**src/hdl/rfdx_ram.sv**
```systemverilog
module rfdx_ram #(
  parameter int unsigned WIDTH = 8,
  parameter int unsigned DEPTH = 256
) (
  input  logic                     clk_i,
  input  logic                     we_i,
  input  logic [$clog2(DEPTH)-1:0] waddr_i,
  input  logic [WIDTH-1:0]         wdata_i,
  input  logic                     re_i,
  input  logic [$clog2(DEPTH)-1:0] raddr_i,
  output logic [WIDTH-1:0]         rdata_o
);

  logic [WIDTH-1:0] mem_q [DEPTH];
  logic [WIDTH-1:0] rdata_q;

  always_ff @(posedge clk_i) begin
    if (we_i) begin
      mem_q[waddr_i] <= wdata_i;
    end
    if (re_i) begin
      rdata_q <= mem_q[raddr_i];
    end
  end

  assign rdata_o = rdata_q;

endmodule

```
**config.mk**
```make
export PLATFORM = sky130hd
export DESIGN_NAME = rfdx_ram
export DESIGN_NICKNAME = d
export VERILOG_FILES = /design/src/hdl/rfdx_ram.sv
export SDC_FILE = /design/constraint.sdc
export NUM_CORES = 2
export LEC_CHECK = 0
export BUFFER_PORTS_ARGS = -buffer_cell sky130_fd_sc_hd__buf_2
export CAP_MARGIN = 5
export CELL_PAD_IN_SITES_DETAIL_PLACEMENT = 1
export CELL_PAD_IN_SITES_GLOBAL_PLACEMENT = 1
export CORE_UTILIZATION = 40
export CTS_BUF_LIST = sky130_fd_sc_hd__clkbuf_8
export DETAILED_ROUTE_END_ITERATION = 16
export PLACE_DENSITY_LB_ADDON = 0.12
export SLEW_MARGIN = 15
export SYNTH_ARGS = -nofsm -noshare
export SYNTH_HDL_FRONTEND = slang
export SYNTH_SLANG_ARGS = --single-unit
```
**constraint.sdc**
```tcl
create_clock -name clk_i -period 2.9 [get_ports clk_i]
set_clock_uncertainty 0.2 [all_clocks]
set_input_delay 0.29 -clock clk_i [delete_from_list [all_inputs] [get_ports clk_i]]
set_output_delay 0.29 -clock clk_i [all_outputs]
set_load 0.02 [all_outputs]
```
* After elaboration in Yosys (flattened, before gate mapping)
Memory sizes are Yosys's and may differ from the RTL's. A register that Yosys moved wholly into a read port is not among the register bits.
Cells that the tools add are included.
** Cells by class
- Multiplexer cells :: 2
** Operators by type and width (number)
- 1-bit 2-to-1 mux :: 2
** Storage, ports and cells
- Register bits after elaboration :: 0
- Memory bits (writable) :: 2048
- Input port bits :: 27
- Output and inout port bits :: 8
- Memories :: 1
** Memories
- mem_q :: words 256, bits a word 8, rd ports 1, clocked after memory_dff 1, write ports 1, line 14 : logic [WIDTH-1:0] mem_q [DEPTH];

* Logic depth before layout (Yosys ltp)
- Depth after elaboration :: 2
- Depth in mapped cells :: 11
- Depth with buffers taken out :: 6

* Worst setup path after synthesis
No wires, ideal clock.
- Kind :: input to register
- Start point :: input port raddr_i[0]
- End point :: register rdata_q[2], in the netlist rdata_o[2] (read register of mem_q) (data pin)
- Setup time :: 0.269 ns
- Arrival :: 2.097 ns
- Required time :: 2.431 ns
- Slack :: 0.334 ns
- Cell stages on the path :: 9
- Buffers on the path :: 4
- Cells stage by stage :: buf_6 > buf_12 > buf_8 > buf_2 > mux4_2 > a22oi_1 > a21oi_1 > nor4_1 > nor4_2
** RTL lines
- start, declared :: line 10 : input logic [$clog2(DEPTH)-1:0] raddr_i,
- end, declared :: line 15 : logic [WIDTH-1:0] rdata_q;

==> metrics.txt <==
# TYPE chip_impl_metric gauge
chip_impl_info{name="worst_r2r_endpoint",value="rdata_o[1]"} 1
chip_impl_metric{name="ioPinCount",unit=""} 35
chip_impl_metric{name="antenna_found_initial",unit=""} 9
chip_impl_metric{name="ys_types",unit=""} 54
chip_impl_metric{name="nets",unit=""} 4678
chip_impl_metric{name="synth_edf_count",unit=""} 2056
chip_impl_metric{name="clk_path_buf_depth",unit=""} 4
chip_impl_metric{name="final_area",unit="µm²"} 95100
chip_impl_metric{name="finalWeightedCongestion",unit=""} 0.819
chip_impl_metric{name="timing.critical_path.arrival",unit="ns"} 3.39
chip_impl_metric{name="cts.sink_count",unit=""} 2056
chip_impl_metric{name="syn-num-nets",unit=""} 3760
chip_impl_info{name="hold_path_startpoint",value="wdata_i[0]"} 1
chip_impl_metric{name="ff2ff_path_depth",unit=""} 7
chip_impl_metric{name="pre_cts_slack",unit="ns"} -0.806
chip_impl_metric{name="clk_pin_slew",unit="ns"} 0.06
chip_impl_info{name="synth.top_cells.by_area",value="edfxtp_1, mux4_2, mux2i_1"} 1
chip_impl_metric{name="die_h",unit="µm"} 448
chip_impl_metric{name="synthArstFlopShare",unit=""} 0
chip_impl_info{name="hold_path.class",value="in -> reg"} 1
chip_impl_metric{name="critical_path_peak_fanout",unit=""} 1
chip_impl_info{name="timing.critical_path.slowest_stage_cell",value="mux4_1"} 1
chip_impl_metric{name="cp_num_cells",unit=""} 7
chip_impl_metric{name="grt_overflow_total",unit=""} 0
chip_impl_metric{name="tritoncts.num_buffers",unit=""} 357
chip_impl_metric{name="initial_core_util",unit=""} 0.403
chip_impl_metric{name="detailedRoute.firstIterationViolations",unit=""} 3816
chip_impl_metric{name="vdd_ir_drop_max",unit="µV"} 473
chip_impl_metric{name="postLayoutSetupSlackWorst",unit="ns"} 0.0678
chip_impl_metric{name="timing.hold.ws",unit="ns"} 0.120
chip_impl_metric{name="num-fill-cells",unit=""} 18200
chip_impl_metric{name="total_power",unit="W"} 0.0609
chip_impl_metric{name="grt_max_degree",unit=""} 110
chip_impl_metric{name="final.min_clock_period",unit="ns"} 2.83
chip_impl_info{name="tritoncts",value="yes"} 1
chip_impl_metric{name="chipWidth",unit="µm"} 448
chip_impl_metric{name="postSynthAreaPerCell",unit="µm²"} 21.3
chip_impl_metric{name="clk_latency",unit="ns"} 1.05
chip_impl_metric{name="synth_sequential_area_ratio",unit=""} 0.775
chip_impl_metric{name="wl_per_cell",unit="µm"} 30.4
chip_impl_metric{name="wirelength",unit="µm"} 229000
chip_impl_metric{name="netlist_instances",unit=""} 3733
chip_impl_info{name="start_kind",value="register"} 1
chip_impl_metric{name="yosysTopAreaCellShare",unit=""} 0.775
chip_impl_metric{name="grt_util_all_layers",unit=""} 0.231
chip_impl_metric{name="power.static_leakage",unit="nW"} 31.3
chip_impl_info{name="crit_path_cell_trace",value="mux4_1, mux4_2, nor2_1, a2111oi_1, nor3_1, buf_4, nor4_1"} 1
chip_impl_metric{name="critical_path_required",unit="ns"} 3.45
chip_impl_metric{name="via_per_inst",unit=""} 5.53
chip_impl_info{name="critical_path.top_delay_family",value="multiplexers"} 1
chip_impl_metric{name="yosys_warnings",unit=""} 0
chip_impl_metric{name="postRouteAntennaNets",unit=""} 0
chip_impl_metric{name="layout_worst_path_cycle_share",unit=""} 0.977
chip_impl_info{name="result_of_the_run",value="finished clean"} 1
chip_impl_metric{name="vias",unit=""} 41700
chip_impl_info{name="cts.root.buffer_cell",value="clkbuf_8"} 1
chip_impl_metric{name="detailedPlacementHpwl",unit="µm"} 148000
chip_impl_metric{name="ys_ff_latch",unit=""} 2056
chip_impl_info{name="synthFlopType",value="edfxtp_1"} 1
chip_impl_metric{name="achievable-frequency",unit="MHz"} 353
chip_impl_metric{name="global_route_wire_length_before_repair",unit="µm"} 328000
chip_impl_metric{name="route.detailed.drc",unit=""} 0
chip_impl_metric{name="grt_pass1_vias",unit=""} 44300
chip_impl_metric{name="setup_viol",unit=""} 0
chip_impl_metric{name="row_count",unit=""} 163
chip_impl_metric{name="area_growth",unit="%"} 19.5
chip_impl_info{name="holdPathEnd",value="mem_q[91][0]"} 1
chip_impl_metric{name="report.final.hold_viol_count",unit=""} 0
chip_impl_metric{name="synth.cell_area",unit="µm²"} 79600
chip_impl_metric{name="timing.slew.headroom",unit=""} 0.347
chip_impl_metric{name="critPathBufInv",unit=""} 1
chip_impl_info{name="crit_path_end_kind",value="register"} 1
chip_impl_info{name="criticalPathCategory",value="reg -> reg"} 1
chip_impl_metric{name="firstDrtPassIters",unit=""} 7
chip_impl_metric{name="clock_tree.htree_level_count",unit=""} 5
chip_impl_metric{name="placed_area",unit="µm²"} 88600
chip_impl_metric{name="finalCoreUtilization",unit=""} 0.481
chip_impl_metric{name="final_layout_size_suffix_gt1_frac",unit=""} 0.342
chip_impl_metric{name="cts_setup_buffers",unit=""} 0
chip_impl_metric{name="floorplan.die_area",unit="µm²"} 201000
chip_impl_metric{name="drv.max_cap_violation_count",unit=""} 0
chip_impl_metric{name="buffer_ports.inserted",unit=""} 34
chip_impl_info{name="synth_top_area_cell",value="edfxtp_1"} 1
chip_impl_metric{name="core_area",unit="µm²"} 198000
chip_impl_metric{name="cellPowerDensity",unit="nW/µm²"} 640
chip_impl_metric{name="report.final.slew_viol_count",unit=""} 0
chip_impl_metric{name="holdPathStages",unit=""} 2
chip_impl_metric{name="r2r_slack",unit="ns"} 0.07
chip_impl_metric{name="max_slew.worst_pin.slew",unit="ns"} 0.976
chip_impl_info{name="reg2reg_from",value="mem_q[129][1]"} 1
chip_impl_metric{name="slowest_delay",unit="ns"} 0.57
## cell families (layout without fill, tap and decap cells)
family / count (synthesis) / after routing / share of synthesized area
flops: 2056 / 2056 / 0.775
mux: 591 / 591 / 0.146
buf+inv: 235 / 1398 / 0.0183
other cells: 0 / 4 / 0
compound gates: 385 / 385 / 0.0342
simple gates: 466 / 466 / 0.0263
## synthesized netlist by cell type (all sizes together), types with 6 or more instances
cell    instances
edfxtp       2056
mux4          456
nor2          282
mux2i         134
a22oi         133
buf           122
clkbuf        111
a21oi          96
o221ai         47
nand3          34
nand2          33
nor2b          31
o22ai          28
nor4           27
nor3           22
a211oi         16
a221oi         14
o21ai          12
nand4          10
o211ai         10
a22o            8
nand2b          8
and2            6
## area by class of cell
class | count | area [µm²] | share of cell area
Multi-Input combinational cell | 1442 | 16600 | 0.174
Clock inverter | 240 | 1330 | 0.0139
Clock buffer | 364 | 5010 | 0.0527
Timing Repair Buffer | 792 | 7160 | 0.0752
Sequential cell | 2056 | 61700 | 0.649
Inverter | 2 | 7.51 | 0.0000789
Antenna cell | 4 | 10.0 | 0.000105
Tap cell | 2640 | 3300 | 0.0347
## metal layers
layer / track usage / part of all wire / vias to the layer above
li1: - / - / 17600
met1: 0.320 / 0.44 / 22600
met2: 0.378 / 0.49 / 1169
met3: 0.0358 / 0.047 / 332
met4: 0.0656 / 0.022 / 0
met5: 0 / 0 / -
## worst reg2reg max path, cell delays in order (launching register included)
cell and delay, ns:
edfxtp_1 0.35, mux4_1 0.57, mux4_2 0.48, nor2_1 0.17, a2111oi_1 0.08, nor3_1 0.45, buf_4 0.21, nor4_1 0.04
## cells in the final DEF (no fill, tap or decap), types with 10 or more instances in the layout
cell type and instances:
clkbuf_8 364, bufinv_16 14, buf_8 10, nor3_1 20
o22ai_1 28, buf_12 91, clkinv_1 106, a221oi_1 13
nor2b_1 28, a22oi_1 133, inv_1 88, edfxtp_1 2056
nor4_1 18, nand4_1 10, a21oi_1 96, clkinv_2 29
buf_2 22, nand3_1 25, o211ai_1 10, o21ai_0 10
nand2_1 33, mux2i_1 134, a211oi_1 16, buf_4 648
dlygate4sd3_1 21, mux4_2 454, o221ai_1 46, nor2_1 279
## where the power goes
part,switching (W),total [W],leakage (nW),internal [W]
clock,0.0116,0.0244,3.56,0.0128
sequential,0.0000447,0.0328,18.5,0.0328
combinational,0.00219,0.00364,9.21,0.00146
## what timing repair did
action,4_1_cts,5_1_grt
endpoints found under the hold margin,3162,0
hold buffers,21,0
setup endpoints to repair,4,1
gates resized for setup,4,1
pin swaps,0,0
## state kept, by name, indices dropped and copies added, names as in the netlist
| signal | count |
|---|---|
| mem_q | 2048 |
| rdata_o | 8 |
## worst max-delay path by stage
| stage | end | from | slack, ns |
|---|---|---|---|
| after floorplan | rdata_o[2] | raddr_i[0] | 0.33 |
| after global placement | rdata_o[2] | raddr_i[0] | -0.84 |
| after detailed placement | rdata_o[2] | raddr_i[0] | -0.81 |
| after CTS | rdata_o[5] | mem_q[179][5] | 0.007 |
| after global routing | rdata_o[0] | mem_q[101][0] | -0.002 |
| final | rdata_o[1] | mem_q[129][1] | 0.07 |
## metrics by stage
stage          cells  setup TNS, ns
2_1_floorplan   3733              0
3_3_place_gp    6911          -4.94
3_5_place_dp    6911          -5.02
4_1_cts         7536              0
5_1_grt         7539       -0.00203
6_report        7540              0
Power figures use the tool's default switching activity.
