### config.mk
export PLATFORM = sky130hd
export DESIGN_NAME = rfdx_ctrl
export DESIGN_NICKNAME = d
export VERILOG_FILES = /design/src/hdl/rfdx_pkg.sv /design/src/hdl/rfdx_ctrl.sv
export SDC_FILE = /design/constraint.sdc
export NUM_CORES = 1
export LEC_CHECK = 0
export ABC_AREA = 1
export BUFFER_PORTS_ARGS = -buffer_cell sky130_fd_sc_hd__buf_4
export CORE_UTILIZATION = 40
export DETAILED_ROUTE_END_ITERATION = 16
export PLACE_DENSITY = 0.69
export SLEW_MARGIN = 5
export SYNTH_ARGS = -nofsm -noshare
export SYNTH_HDL_FRONTEND = slang
export SYNTH_SLANG_ARGS = --single-unit
### constraint.sdc
create_clock -name clk_i -period 4.8 [get_ports clk_i]
set_input_delay 0.72 -clock clk_i [delete_from_list [all_inputs] [get_ports clk_i]]
set_output_delay 0.72 -clock clk_i [all_outputs]
set_load 0.01 [all_outputs]
### src/hdl/rfdx_pkg.sv
package rfdx_pkg;

  localparam int unsigned MAX_PIXELS_DEF  = 131072;
  localparam int unsigned PIXEL_COUNT_RST = 88704;

  // Pixel count register and write position
  localparam int unsigned CFG_W = 18;
  // Wide enough to follow the position even if the pixel count shrinks mid-chunk
  localparam int unsigned WP_W  = 32;

  // Stream payload widths
  localparam int unsigned S_TDATA_W = 32;
  localparam int unsigned S_TUSER_W = 3;
  localparam int unsigned M_TDATA_W = 16;

  // Request types
  localparam logic REQ_DATA = 1'b0;
  localparam logic REQ_READ = 1'b1;

  // Result kinds
  localparam logic RES_STATUS = 1'b0;
  localparam logic RES_PIXEL  = 1'b1;

  // Frame kinds
  localparam logic [1:0] KIND_RAW = 2'd0;
  localparam logic [1:0] KIND_KEY = 2'd1;
  localparam logic [1:0] KIND_XOR = 2'd2;
  localparam logic [1:0] KIND_BAD = 2'd3;

  // Chunk status codes
  localparam logic [2:0] ST_OK       = 3'd0;
  localparam logic [2:0] ST_BAD_KIND = 3'd1;
  localparam logic [2:0] ST_RUN_PAST = 3'd2;
  localparam logic [2:0] ST_MISSING  = 3'd3;
  localparam logic [2:0] ST_LIT_CUT  = 3'd4;
  localparam logic [2:0] ST_SHORT    = 3'd5;
  localparam logic [2:0] ST_RAW_SIZE = 3'd6;

  // Code byte fields
  localparam logic [7:0] CODE_CNT_MASK = 8'd127;
  localparam logic [7:0] CODE_RUN_FLAG = 8'd128;

  typedef enum logic [2:0] {
    S_IDLE,
    S_READ,
    S_FILL,
    S_XRD,
    S_XWR,
    S_STAT
  } state_e;

  typedef enum logic [1:0] {
    PH_CODE,
    PH_VALUE,
    PH_LITERAL
  } phase_e;

  typedef struct packed {
    logic       valid;
    logic       kind;
    logic [2:0] status;
    logic [7:0] pixel;
  } res_t;

endpackage

### src/hdl/rfdx_ctrl.sv
module rfdx_ctrl
  import rfdx_pkg::*;
#(
  parameter int unsigned MAX_PIXELS = MAX_PIXELS_DEF,
  localparam int unsigned ADDR_W    = $clog2(MAX_PIXELS),
  localparam int unsigned POS_W     = $clog2(MAX_PIXELS + 1)
) (
  input  logic              clk_i,
  input  logic              rst_ni,
  input  logic              in_valid_i,
  output logic              in_ready_o,
  input  logic              req_type_i,
  input  logic [7:0]        data_byte_i,
  input  logic [1:0]        frame_kind_i,
  input  logic              last_byte_i,
  input  logic [16:0]       read_index_i,
  input  logic [POS_W-1:0]  lim_i,
  input  logic              out_free_i,
  output res_t              res_o,
  output logic              ram_we_o,
  output logic [ADDR_W-1:0] ram_waddr_o,
  output logic [7:0]        ram_wdata_o,
  output logic              ram_re_o,
  output logic [ADDR_W-1:0] ram_raddr_o,
  input  logic [7:0]        ram_rdata_i
);

  localparam logic [WP_W-1:0] MAX_W = WP_W'(MAX_PIXELS);

  state_e          state_q, state_d;
  phase_e          phase_q, phase_d, phase_e_s;
  logic [WP_W-1:0] wp_q, wp_d, wp_e;
  logic [7:0]      rem_q, rem_d, rem_e, rem_dec;
  logic [1:0]      kind_q, kind_d, kind_e;
  logic [2:0]      err_q, err_d, err_e, fin_st;
  logic            started_q, started_d;
  logic [7:0]      left_q, left_d;
  logic [7:0]      val_q, val_d;
  logic            last_q, last_d;
  logic            oor_q, oor_d;

  logic [7:0]      cnt8;
  logic [WP_W-1:0] lim_w;
  logic            run_err, raw_full, engine;
  state_e          done_st;

  assign lim_w    = WP_W'(lim_i);
  assign cnt8     = (data_byte_i & CODE_CNT_MASK) + 8'd1;
  assign run_err  = (wp_e <= lim_w) &&
                    (({1'b0, wp_e} + (WP_W + 1)'(cnt8)) > {1'b0, lim_w});
  assign raw_full = (wp_e >= lim_w);
  assign rem_dec  = rem_e - 8'd1;
  assign done_st  = last_q ? S_STAT : S_IDLE;
  assign in_ready_o = (state_q == S_IDLE);

  // A new chunk starts from clean parse state on its first byte
  always_comb begin
    if (!started_q) begin
      kind_e    = frame_kind_i;
      wp_e      = '0;
      phase_e_s = PH_CODE;
      rem_e     = '0;
      err_e     = (frame_kind_i == KIND_BAD) ? ST_BAD_KIND : ST_OK;
    end else begin
      kind_e    = kind_q;
      wp_e      = wp_q;
      phase_e_s = phase_q;
      rem_e     = rem_q;
      err_e     = err_q;
    end
  end

  always_comb begin
    fin_st = err_q;
    if (err_q == ST_OK && wp_q != lim_w) begin
      fin_st = (kind_q == KIND_RAW) ? ST_RAW_SIZE : ST_SHORT;
    end
  end

  always_comb begin
    state_d     = state_q;
    phase_d     = phase_q;
    wp_d        = wp_q;
    rem_d       = rem_q;
    kind_d      = kind_q;
    err_d       = err_q;
    started_d   = started_q;
    left_d      = left_q;
    val_d       = val_q;
    last_d      = last_q;
    oor_d       = oor_q;
    engine      = 1'b0;
    res_o       = '0;
    ram_we_o    = 1'b0;
    ram_waddr_o = wp_q[ADDR_W-1:0];
    ram_wdata_o = val_q;
    ram_re_o    = 1'b0;
    ram_raddr_o = wp_q[ADDR_W-1:0];

    unique case (state_q)
      S_IDLE: begin
        if (in_valid_i) begin
          if (req_type_i == REQ_READ) begin
            oor_d       = ({{(WP_W - 17){1'b0}}, read_index_i} >= MAX_W);
            ram_re_o    = !oor_d;
            ram_raddr_o = ADDR_W'(read_index_i);
            state_d     = S_READ;
          end else begin
            kind_d    = kind_e;
            wp_d      = wp_e;
            phase_d   = phase_e_s;
            rem_d     = rem_e;
            err_d     = err_e;
            started_d = 1'b1;
            last_d    = last_byte_i;
            if (err_e == ST_OK) begin
              if (kind_e == KIND_RAW) begin
                if (raw_full) begin
                  err_d = ST_RAW_SIZE;
                end else begin
                  ram_we_o    = (wp_e < MAX_W);
                  ram_waddr_o = wp_e[ADDR_W-1:0];
                  ram_wdata_o = data_byte_i;
                  wp_d        = wp_e + WP_W'(1);
                end
              end else begin
                case (phase_e_s)
                  PH_CODE: begin
                    if (run_err) begin
                      err_d = ST_RUN_PAST;
                    end else begin
                      rem_d = cnt8;
                      if ((data_byte_i & CODE_RUN_FLAG) != 8'd0) begin
                        phase_d = PH_VALUE;
                        if (last_byte_i) err_d = ST_MISSING;
                      end else begin
                        phase_d = PH_LITERAL;
                        if (last_byte_i) err_d = ST_LIT_CUT;
                      end
                    end
                  end
                  PH_VALUE: begin
                    left_d  = rem_e;
                    val_d   = data_byte_i;
                    rem_d   = '0;
                    phase_d = PH_CODE;
                    engine  = 1'b1;
                  end
                  PH_LITERAL: begin
                    rem_d = rem_dec;
                    if (rem_dec == 8'd0) begin
                      phase_d = PH_CODE;
                    end else if (last_byte_i) begin
                      err_d = ST_LIT_CUT;
                    end
                    if (kind_e == KIND_XOR) begin
                      left_d = 8'd1;
                      val_d  = data_byte_i;
                      engine = 1'b1;
                    end else begin
                      ram_we_o    = (wp_e < MAX_W);
                      ram_waddr_o = wp_e[ADDR_W-1:0];
                      ram_wdata_o = data_byte_i;
                      wp_d        = wp_e + WP_W'(1);
                    end
                  end
                  default: ;
                endcase
              end
            end
            if (engine) begin
              state_d = (kind_e == KIND_XOR) ? S_XRD : S_FILL;
            end else begin
              state_d = last_byte_i ? S_STAT : S_IDLE;
            end
          end
        end
      end
      S_FILL: begin
        ram_we_o = (wp_q < MAX_W);
        wp_d     = wp_q + WP_W'(1);
        left_d   = left_q - 8'd1;
        if (left_q == 8'd1) state_d = done_st;
      end
      S_XRD: begin
        ram_re_o = (wp_q < MAX_W);
        state_d  = S_XWR;
      end
      S_XWR: begin
        ram_we_o    = (wp_q < MAX_W);
        ram_wdata_o = ram_rdata_i ^ val_q;
        wp_d        = wp_q + WP_W'(1);
        left_d      = left_q - 8'd1;
        state_d     = (left_q == 8'd1) ? done_st : S_XRD;
      end
      S_READ: begin
        if (out_free_i) begin
          res_o.valid = 1'b1;
          res_o.kind  = RES_PIXEL;
          res_o.pixel = oor_q ? 8'd0 : ram_rdata_i;
          state_d     = S_IDLE;
        end
      end
      S_STAT: begin
        if (out_free_i) begin
          res_o.valid  = 1'b1;
          res_o.kind   = RES_STATUS;
          res_o.status = fin_st;
          err_d        = fin_st;
          started_d    = 1'b0;
          state_d      = S_IDLE;
        end
      end
      default: state_d = S_IDLE;
    endcase
  end

  always_ff @(posedge clk_i or negedge rst_ni) begin
    if (!rst_ni) begin
      state_q   <= S_IDLE;
      phase_q   <= PH_CODE;
      wp_q      <= '0;
      rem_q     <= '0;
      kind_q    <= KIND_RAW;
      err_q     <= ST_OK;
      started_q <= 1'b0;
      left_q    <= '0;
      last_q    <= 1'b0;
      oor_q     <= 1'b0;
    end else begin
      state_q   <= state_d;
      phase_q   <= phase_d;
      wp_q      <= wp_d;
      rem_q     <= rem_d;
      kind_q    <= kind_d;
      err_q     <= err_d;
      started_q <= started_d;
      left_q    <= left_d;
      last_q    <= last_d;
      oor_q     <= oor_d;
    end
  end

  always_ff @(posedge clk_i) begin
    val_q <= val_d;
  end

endmodule

* Word-level counts from Yosys, hierarchy flattened *
Index checks and enable logic that the tools add are counted.

storage, ports and cells
  bits in registers = 68
  bits of input ports = 59
  logic and storage cells = 170

operators by class
  add/sub/neg operators = 6
  $lt $le $gt $ge = 5
  equality and inequality tests = 21
  muxes and demuxes = 105
  bitwise operators = 3
  reduce and logical (&&, ||, !) cells = 20

operators with widths
  kind                     count
  $mux W32                 8
  $mux W17                 11
  $mux W8                  19
  $mux W3                  22
  $add A32 B1 Y32 const B  2
  $lt A32 B18 Y1 const B   2
  $pmux W32 S2             1
  $pmux W8 S2              4
  $add A32 B8 Y33          1
  $gt A33 B18 Y1           1
  $ge A32 B18 Y1           1
  $le A32 B18 Y1           1
  $ne A32 B18 Y1           1
  $pmux W8 S3              1
  $mux W1                  20
  $mux W2                  9
  $sub A8 B1 Y8 const B    2
  $pmux W3 S5              1
  $reduce_and A7 Y1        2
  $ne A2 B2 Y1 const B     6
  $pmux W3 S2              2
  $logic_not A3 Y1         3
  $reduce_and A3 Y1        3
  $add A7 B1 Y8 const B    1
  21 further kinds         36

* Depth between registers and ports, before layout *
  word-level depth = 13
  mapped depth = 36
  depth with buffers taken out = 34

* Worst setup path before layout *
No wires, ideal clock.

  path kind = register to register
  start = reg started_q
  end = reg rem_q[3]
  library setup time = 0.120 ns
  arrival = 4.255 ns
  setup slack = 0.424 ns
  stages on the path, launching flop included = 34
  clock period less this slack = 4.376 ns
  cell sequence = dfrtp_1 -> buf_6 -> buf_6 -> buf_2 -> buf_1 -> nand2_1 -> inv_1 -> ha_1 -> inv_1 -> fa_1 -> inv_1 -> nand3_1 -> nand2_1 -> nand3_1 -> nand2_1 -> nand2_1 -> xor2_1 -> ha_1 -> nand2_1 -> nor2_1 -> nand3_1 -> nor3b_1 -> nand2_1 -> nor2_1 -> nand3_1 -> nor2_1 -> nand2_1 -> nand3_2 -> inv_2 -> buf_6 -> o21ai_1 -> nor2_1 -> o21ai_1 -> nand2_1

on the way
  word-level cells in the longest chain between the ends = 8
  elaborated cells on any way between the ends = 19

ends and longest elaborated chain
  element                 RTL line          text
  from (decl)             rfdx_ctrl.sv:36   logic started_q, started_d;
  from (signal assigned)  rfdx_ctrl.sv:237  started_q <= started_d;
  $mux W32                rfdx_ctrl.sv:58   if (!started_q) begin
  $add A32 B8 Y33         rfdx_ctrl.sv:50   (({1'b0, wp_e} + (WP_W + 1)'(cnt8)) > {1'b0, lim_w});
  $gt A33 B18 Y1          rfdx_ctrl.sv:50
  $logic_and A1 B1 Y1     rfdx_ctrl.sv:49   assign run_err = (wp_e <= lim_w) &&
  $mux W8                 rfdx_ctrl.sv:129  if (run_err) begin
  $pmux W8 S3             rfdx_ctrl.sv:127  case (phase_e_s)
  $mux W8                 rfdx_ctrl.sv:117  if (kind_e == KIND_RAW) begin
  $mux W8 *               rfdx_ctrl.sv:116  if (err_e == ST_OK) begin
  to (signal assigned)    rfdx_ctrl.sv:234  rem_q <= rem_d;
  to (decl)               rfdx_ctrl.sv:33   logic [7:0] rem_q, rem_d, rem_e, rem_dec;

Mark *: on every way between the ends. The rest lies on a longest branch, timed or not.
A chain may end at the register's enable or synchronous reset.

* Final worst setup path *
  start = reg started_q
  end = out ram_wdata_o[3]

on the way
  word-level cells in the longest chain between the ends = 9
  elaborated cells on any way between the ends = 17

ends and longest elaborated chain
  element                                                                 RTL line          text
  parallel branches: the longest is 5 deep, another holds $ge A32 B18 Y1  n/a
  $mux W8 *                                                               rfdx_ctrl.sv:116
  $mux W8 *                                                               rfdx_ctrl.sv:103  if (req_type_i == REQ_READ) begin
  $mux W8 *                                                               rfdx_ctrl.sv:102  if (in_valid_i) begin
  $pmux W8 S2 *                                                           rfdx_ctrl.sv:100  unique case (state_q)
  to (decl)                                                               rfdx_ctrl.sv:22   output logic [7:0] ram_wdata_o,

Every way passes the cells marked *.

==> reports/results.txt <==
RePlAce Congestion: 1.04
Routed WL per cell: 20.1 µm
Period minus WS final: 4.63 ns
Vias: 12,200
IO Pins: 117
startpoint types: register
DIE AREA: 25,000 µm²
Arrival @ worst endpoint: 3.91 ns
Crit path required time: 4.08 ns
Hold WC Path Type: in -> async
async set-reset flop share out of synthesis: 88.2%
top cells by area, synth: nand2_1 (16%), dfrtp_1 (15%), inv_1 (7.9%)
leak pwr: 5.75 nW
CTS tree: done
max cap viols: 0
Skew-Pair Late Insertion Delay: 0.37 ns
post-CTS setup buffers: 0
ys flop type: dfrtp_1
Routed Antenna Nets: 0
final setup violation count: 0
Fin. Hold Viols: 0
cts hold-fix bufs: 0
number of global-route vias before repair: 10,800
GRT met1 Usage: 50.1%
Worst Tran Pin Value: 1.10 ns
Final #Nets: 1,882
Cells after Synth: 1,657
status: finished clean
Post-Syn Area: 9760 µm²
syn_area_per_cell: 5.89 µm²
final WL: 41.9 mm
First DRT Iteration DRCs: 1,420
Design Power: 0.00808 W
Distinct cells, synth: 56
global route total overflow: 0
placed inst area: 11,100 µm²
EDFF count, synth: 8
Global Route met3 Usage: 5.37%
initial core utilization: 41.2%
die width: 158 µm
Yosys reg bits: 68
first-pass GRT wire length: 63.4 mm
via/cell ratio: 5.83
Reg2Reg Setup Slack: 0.46 ns
Mapped Nets: 1,772
Die Ht: 158 µm
clock transition at the registers of the reported paths: 0.07 ns
Crit Path Max Fanout: 28
Clock Sink Count: 68
Design Area, Final: 11,400 µm²
Fmax achieved: 216 MHz
# fillers: 2,610
worst vdd ir: 367 µV
hpwl dp: 33.6 mm
aggregate global-route resource usage: 34.0%
# H-tree levels: 3
TritonCTS Buffers: 9
antenna fix cells: 0
core area: 23,700 µm²
TNS Setup: 0 ns
pin count of the biggest net entering global routing: 61
fin crit share: 96.5%
Residual DRC: 0
Fin Clk Skew: 0.0140 ns
post-CTS sizing: 0
final hold slack: 0.450 ns
YS warnings: 0
critical path capture point type: primary output
Clock Tree Root: clkbuf_16
Seq/Total Area, Yosys: 17.9%
P&R area growth vs syn: 17.0%
met2 usage: 49.2%
Rows: 56
port bufs: 116
PD cells: 708 nW/µm²
WS Path Type: reg -> out
area leader, netlist: nand2_1
top-area cell type share of the netlist area: 16.2%
relative slew slack: 26.2%
Max clock buf depth: 2
busiest grt layer: met1
layout cell share with drive strength beyond 1: 13.8%
max-slew violations: 0
first-pass iteration count of the detailed router: 5
initial antenna violation count: 0
==> flip-flops by register name, summed over array words and instances, names as in the netlist <==
name       cells
val_q          8
err_q          3
kind_q         2
rem_q          8
last_q         1
started_q      1
phase_q        2
state_q        3
left_q         8
wp_q          32
==> final timing paths <==
check | cells past startpoint | endpoint | start
max | 18 | ram_wdata_o[3] | started_q
min | 1 | wp_q[28] | rst_ni
max reg2reg | 28 | phase_q[1] | started_q
min reg2reg | 2 | phase_q[1] | phase_q[1]
max in group asynchronous | 1 | started_q | rst_ni
min in group clk_i | 2 | phase_q[1] | phase_q[1]
==> synth_stat cells, drive strengths merged, types with 2 or more instances <==
library cell	number
o2111ai	6
nand2	425
xor2	70
a22oi	10
nor3	34
inv	227
clkinv	2
o21ai	103
o211ai	18
dfrtp	60
o221ai	5
xnor2	4
a31oi	8
o311ai	2
o31ai	10
o22ai	22
nand3b	2
clkbuf	36
edfxtp	8
a21oi	121
a211oi	4
ha	55
a32o	7
buf	26
nor2	208
nand4	26
nand3	132
a21o	2
nor4	9
or2	4
==> report_power, final <==
group | total (W) | internal, W | switching, W | leakage [nW]
combinational | 0.00613 | 0.00203 | 0.00410 | 4.78
sequential | 0.00122 | 0.000829 | 0.000392 | 0.811
clock | 0.000730 | 0.000406 | 0.000324 | 0.150
==> per-stage QoR <==
stage / util, % / setup slack, ns / instances
final: 48.2 / 0.170 / 2091
after global routing: 48.2 / -0.00979 / 2091
after CTS: 48.0 / 0.0254 / 2091
after detailed placement: 46.8 / 0.0882 / 2075
after global placement: 46.8 / 0.198 / 2075
after floorplan: - / 0.424 / 1657
==> kinds of logic after synthesis <==
logic type | after synthesis | share of synthesized area [%]
flops | 68 | 17.9
xor+xnor | 74 | 6.64
fa+ha+maj | 56 | 7.26
buf+inv | 291 | 11.8
compound gates | 324 | 19.4
simple gates | 843 | 36.9
mux | 1 | 0.115
==> layout by cell type, fill, tap and decap left out, drive strengths merged, types with 4 or more instances in the layout <==
cell       n
o22ai     22
o211ai    18
clkbuf     9
nand2    425
nand3    132
o21ai    103
a21oi    121
inv      228
nor3      34
xor2      70
buf      161
edfxtp     8
nor4       9
a32o       7
clkinv     6
or2        4
a211oi     4
a31oi      8
ha        55
dfrtp     60
nand4     26
a22oi     10
o31ai     10
o221ai     5
nor2     208
xnor2      4
o2111ai    6
==> area by class of cell <==
| cell class | count | area, µm² | share of cell area [%] |
|---|---|---|---|
| multi-input combinational | 1298 | 6890 | 60.4 |
| sequential | 68 | 1740 | 15.3 |
| timing repair buffer | 161 | 1220 | 10.7 |
| inverter | 229 | 866 | 7.59 |
| tap | 319 | 399 | 3.50 |
| clock buffer | 9 | 225 | 1.97 |
| clock inverter | 7 | 75.1 | 0.658 |
==> worst max-delay path, stage by stage, from the launching register on <==
cell,delay [ns]
dfrtp_2,0.43
buf_4,0.30
buf_8,0.25
nand2_1,0.07
inv_1,0.19
ha_1,0.29
nand2_1,0.07
inv_1,0.07
o21ai_0,0.08
nand2_1,0.08
a41oi_2,0.25
nand2_1,0.09
nand2_1,0.08
nand3_1,0.26
nand2_1,0.26
nand2_1,0.25
a21oi_1,0.21
a32o_1,0.17
buf_4,0.13
==> metal layers <==
layer / wire (µm) / vias to the layer above
met3: 4640 / 97
met2: 17200 / 711
met5: 0 / -
met1: 18700 / 5674
met4: 1360 / 0
li1: - / 5701
Note: power is estimated with default switching activity, not from simulation.
